File: src/rtl/tbb_pkg.sv
package tbb_pkg;

	localparam int FRAC_BITS = 16;
	localparam int WORD_W = 32;
	localparam int ACC_W = 64;

	typedef logic signed [WORD_W-1:0] word_t;
	typedef logic signed [ACC_W-1:0] acc_t;

	// 1.0 in fixed point, used to pass the translation column through the multiplier
	localparam word_t FX_ONE = word_t'(64'sd1 <<< FRAC_BITS);
	localparam acc_t FX_HALF = acc_t'(64'sd1 <<< (FRAC_BITS - 1));
	localparam word_t WORD_MAX = {1'b0, {(WORD_W-1){1'b1}}};
	localparam word_t WORD_MIN = {1'b1, {(WORD_W-1){1'b0}}};

	typedef enum logic [1:0] {
		OP_VIEW_ROW  = 2'd0,
		OP_MODEL_ROW = 2'd1,
		OP_BOX       = 2'd2,
		OP_CLEAR     = 2'd3
	} opcode_t;

	typedef struct packed {
		logic       corner;
		logic [3:0] idx;
	} tag_t;

	typedef struct packed {
		logic  valid;
		logic  first;
		logic  last;
		tag_t  tag;
		word_t a;
		word_t b;
	} mac_req_t;

	typedef struct packed {
		logic  valid;
		tag_t  tag;
		word_t value;
	} mac_rsp_t;

endpackage

File: src/rtl/tbb_mac.sv
module tbb_mac (
	input  logic              clk,
	input  logic              arst_n,
	input  tbb_pkg::mac_req_t req,
	output tbb_pkg::mac_rsp_t rsp
);
	import tbb_pkg::*;

	acc_t  prod_s1;
	logic  valid_s1;
	logic  first_s1;
	logic  last_s1;
	tag_t  tag_s1;
	acc_t  acc_q;
	logic  rsp_valid_q;
	tag_t  rsp_tag_q;
	word_t rsp_value_q;
	acc_t  rnd;
	acc_t  sum;
	word_t sat;

	// round half up, then add into the running dot product
	always_comb begin
		rnd = (prod_s1 + FX_HALF) >>> FRAC_BITS;
		sum = (first_s1 ? '0 : acc_q) + rnd;
		if (sum > acc_t'(WORD_MAX))
			sat = WORD_MAX;
		else if (sum < acc_t'(WORD_MIN))
			sat = WORD_MIN;
		else
			sat = sum[WORD_W-1:0];
	end

	always_ff @(posedge clk or negedge arst_n) begin
		if (!arst_n) begin
			valid_s1 <= 1'b0;
			first_s1 <= 1'b0;
			last_s1 <= 1'b0;
			tag_s1 <= '0;
			rsp_valid_q <= 1'b0;
		end else begin
			valid_s1 <= req.valid;
			first_s1 <= req.first;
			last_s1 <= req.last;
			tag_s1 <= req.tag;
			rsp_valid_q <= valid_s1 && last_s1;
		end
	end

	always_ff @(posedge clk) begin
		prod_s1 <= acc_t'(req.a) * acc_t'(req.b);
		if (valid_s1) begin
			acc_q <= sum;
			rsp_value_q <= sat;
			rsp_tag_q <= tag_s1;
		end
	end

	assign rsp = {rsp_valid_q, rsp_tag_q, rsp_value_q};

endmodule

File: config.mk
export PLATFORM = sky130hd
export DESIGN_NAME = tbb_mac
export DESIGN_NICKNAME = d
export VERILOG_FILES = /design/src/rtl/tbb_pkg.sv /design/src/rtl/tbb_mac.sv
export SDC_FILE = /design/constraint.sdc
export NUM_CORES = 2
export LEC_CHECK = 0
export BUFFER_PORTS_ARGS = -buffer_cell sky130_fd_sc_hd__buf_2
export CORE_ASPECT_RATIO = 1.4
export CORE_MARGIN = 2
export CORE_UTILIZATION = 50
export DETAILED_ROUTE_END_ITERATION = 8
export PLACE_DENSITY = 0.8
export RECOVER_POWER = 100
export SLEW_MARGIN = 20
export SYNTH_ARGS = -nofsm -noshare
export SYNTH_HDL_FRONTEND = slang
export SYNTH_SLANG_ARGS = --single-unit
File: constraint.sdc
create_clock -name clk -period 5.6 [get_ports clk]
set_input_delay 0.56 -clock clk [delete_from_list [all_inputs] [get_ports clk]]
set_output_delay 0.56 -clock clk [all_outputs]
set_load 0.02 [all_outputs]
# Word-level counts from Yosys, hierarchy flattened
# Cells that the tools add are included.
# Widths: inputs -> output; s select.
# word_totals
word_cells	19
reg_bits	174
inputBits	74
out_inout_bits	38
# classes
add_sub_neg	2
magnitude_cmp	2
n_mul	1
reduce_logical	1
mux	2
# op_table
cell	n
$add 64x17->64 const B	1
$add 64x64->64	1
$gt 64x32->1 const B	1
$lt 64x32->1 const B	1
$mul 32x32->64	1
$mux 64	1
$mux 32	1
$logic_and 1x1->1	1

# Logic depth before layout (Yosys ltp)
# logic_depth
depth_word	4
depth_mapped	33
depth_no_buf	32

# Worst setup path after synthesis
# OpenSTA, ideal clock, no wires.
# synth_timing
path_kind	input to register
from	in req[63] in the netlist's numbering
to	reg prod_s1[59]
t_arrival_ns	8.117
setup_slack_ns	-2.590
required_ns	5.528
cell_stages	29
setup_time_ns	0.072
cell_sequence	clkbuf_1 > nand2_1 > inv_1 > fa_1 > fa_1 > fa_1 > inv_1 > fa_1 > inv_1 > fa_1 > inv_1 > fa_1 > fa_1 > fa_1 > inv_1 > ha_1 > a21o_1 > a21o_1 > a21o_1 > a21o_1 > a221oi_1 > o21ai_0 > nand2b_1 > nand3_1 > a21o_1 > and2_1 > o41a_1 > a21oi_1 > xnor2_1
# synth_via
elab_chain_len	1
# synth_rtl
element	line_no	source
from (decl)	tbb_mac.sv:4	input tbb_pkg::mac_req_t req,
$mul 32x32->64	tbb_mac.sv:51	prod_s1 <= acc_t'(req.a) * acc_t'(req.b);
to (signal assigned)	tbb_mac.sv:51	
to (decl)	tbb_mac.sv:9	acc_t prod_s1;
# No other way between the ends.
# A chain may end at the register's enable or synchronous reset.

# Worst setup path in the final report
# layout_timing
from	in req[21] in the netlist's numbering
to	reg prod_s1[41]
# Same word-level chain as after synthesis.

==> impl_metrics.yaml <==
critical_path:
  crit_arrival_ns: 7.83
  crit_end: "prod_s1[41]"
  slowest_delay_ns: 0.54
  critPathLaunchType: "input port"
  worst_ep_required_time_ns: 5.97
  rrSetupSlack_ns: -0.70
  path_common_cell: "fa_1"
  regToRegStartpoint: "prod_s1[15]"
  end_kind: "flip-flop"
  rr_endpoint: "rsp_value_q[18]"
  worst_r2r_path_depth: 25
  startpoint: "req[21]"
  critPathMaxFanout: 16
  path_class: "in -> reg"
  slowest_stage: "fa_1"
finish:
  area_delta_synth_final_pct: 22.5
  drive_above_1_share_pct: 22.2
  final_common_cell: "fa_1"
  final_core_util_pct: 61.7
  final_cell_mix: "fa_1 (1014), inv_1 (994), nand2_1 (547)"
  fin_cells: 6488
  nets: 6682
timing:
  slew_headroom_pct: -34.9
  fmax_mhz: 134
  setup_viol: 80
  skew_ns: 0.0181
  worstMarginPinSlew_ns: 2.02
  fin_crit_sh_pct: 133
  finalMaxSlewViolations: 105
  post-route-min-period_ns: 7.45
  rsz0062_at_grt: "yes"
  hold_viol: 0
  setup_slack_ns: -1.85
clocking:
  cts_root_buf: "clkbuf_16"
  cts_max_path_buffers: 2
  clock_latency_ns: 0.45
  cts.reportedPaths.clkPinSlew_ns: 0.07
  cts_tree: "built"
  htree_num_levels: 4
  cts_buffers: 17
  cts.sinks: 159
grt:
  grt_pass1_vias: 40314
  grt_pass1_wl_mm: 206
  grt_usage_pct: 28.6
  overflow: 0
  grt_max_degree: 63
  antenna_found_initial: 1
synthesis:
  synthCells: 4734
  synth_edf_count: 101
  ys_seq_area_share_pct: 9.41
  yosys_register_bits: 159
  syn_nets: 6134
  synth_area_sq_um: 45100
  ys.flop_type: "edfxtp_1"
  async_flop_share_pct: 5.66
  synth_cell_types: 81
  postSynthAreaPerCell_sq_um: 9.52
  yosysWarnings: 0
route:
  drt-vias-per-instance: 5.47
  antenna_left: 0
  wl_mm: 132
  drc: 0
  drt_iter0_markers: 2128
  wire_per_inst_um: 20.3
  drtPass1Iterations: 5
  vias: 35468
die:
  start_util_pct: 50.4
  die_h_um: 359
  core_area_sq_um: 89500
  dieArea_sq_um: 92600
  dieWidth_um: 258
  core.rowCount: 130
  io_pins: 112
outcome:
  outcome: "complete, but fails checks"
  violations: "capacitance limit, slew limit, setup timing"
hold_path:
  hold_path.class: "in -> reg"
place:
  portBuffers: 111
  dp_cells: 6321
  detailed_place_hpwl_mm: 106
  gp_congestion: 0.947
  dpl_worst_slack_ns: -2.58
flow_run:
  timing.max_cap.violations: 2
-- state kept, by name, indices dropped and copies added, names as in the netlist --
register,cells
valid_s1,1
rsp_valid_q,1
last_s1,1
prod_s1,49
first_s1,1
rsp,5
tag_s1,5
rsp_value_q,32
acc_q,64
-- worst min-delay path by stage --
stage | start | end | slack (ns) | cells after the start
after floorplan | arst_n | first_s1 | 0.26 | 0
after global placement | tag_s1[3] | rsp[35] | 0.40 | 0
after detailed placement | tag_s1[0] | rsp[32] | 0.41 | 0
after CTS | req[70] | first_s1 | 0.20 | 1
after global routing | req[69] | last_s1 | 0.21 | 1
final | req[70] | first_s1 | 0.22 | 1
-- Yosys cell counts (11+ instances only) --
library cell / count / share of area, %
o21bai_1: 11 / 0.18
nand3_1: 58 / 0.64
a21o_1: 49 / 0.82
o21ai_0: 53 / 0.59
inv_1: 1029 / 8.6
a21oi_1: 91 / 1.0
dfxtp_1: 49 / 2.2
and3_1: 21 / 0.29
edfxtp_1: 101 / 6.7
nand2b_1: 21 / 0.29
xnor2_1: 103 / 2.0
ha_1: 244 / 6.8
o21ai_2: 30 / 0.58
nor3_1: 26 / 0.29
nor2b_1: 78 / 1.1
nor2_1: 117 / 0.97
nand4_1: 27 / 0.37
xor2_1: 54 / 1.0
clkbuf_1: 209 / 1.7
o21a_1: 28 / 0.47
fa_1: 1082 / 48
nand2_1: 573 / 4.8
and2_1: 530 / 7.4
-- stage by stage --
| stage | hold WS [ns] | instance area, sq um | setup TNS, ns |
|---|---|---|---|
| detailed placement | 0.406 | 51000 | -109.13 |
| global placement | 0.403 | 51000 | -103.71 |
| CTS | 0.203 | 53800 | -59.25 |
| global route | 0.207 | 55200 | -96.14 |
| finish | 0.217 | 55200 | -81.15 |
| floorplan | 0.264 | 46100 | -46.26 |
-- worst max-delay path: cells and delay by family --
kind,cells,cell delay (ns)
AOI/OAI and AO/OA,6,1.28
and+or+nand+nor,7,0.90
adders and majority gates,9,3.85
buffers and inverters,8,1.08
xor gates and xnor gates,1,0.12
-- repair_timing --
action,CTS,global route
buffers inserted,77,61
setup endpoints to repair,80,80
cloned,7,5
gates resized for setup,380,281
hold buffers,1,0
hold endpoints to repair,9,0
pin swaps,136,158
-- layer usage --
layer	vias up	share of wire (%)	global-route usage [%]
met5	-	0	0
met4	0	9.4	22.4
met3	700	5.9	3.38
met2	1603	53	51.9
met1	18024	32	29.7
li1	15141	-	-
-- cell type report --
cell class | count | area (sq um)
Sequential cell | 159 | 4250
Inverter | 1030 | 3870
Tap cell | 1188 | 1490
Fill cell | 6764 | 34200
Clock inverter | 15 | 185
Antenna cell | 5 | 12.5
Multi-Input combinational cell | 3317 | 38100
Timing Repair Buffer | 757 | 6860
Clock buffer | 17 | 425
-- cells by family after synthesis --
kind of cell	share of synthesized area (%)
AOI/OAI and AO/OA	5.27
xor gates and xnor gates	3.09
adders and majority gates	54.9
buffers and inverters	10.6
DFF	9.41
muxes	0.0444
and+or+nand+nor	16.7
Power is left out: the tool's default activity adds up to more than one toggle a clock period on the data nets, which glitch-free logic cannot reach.
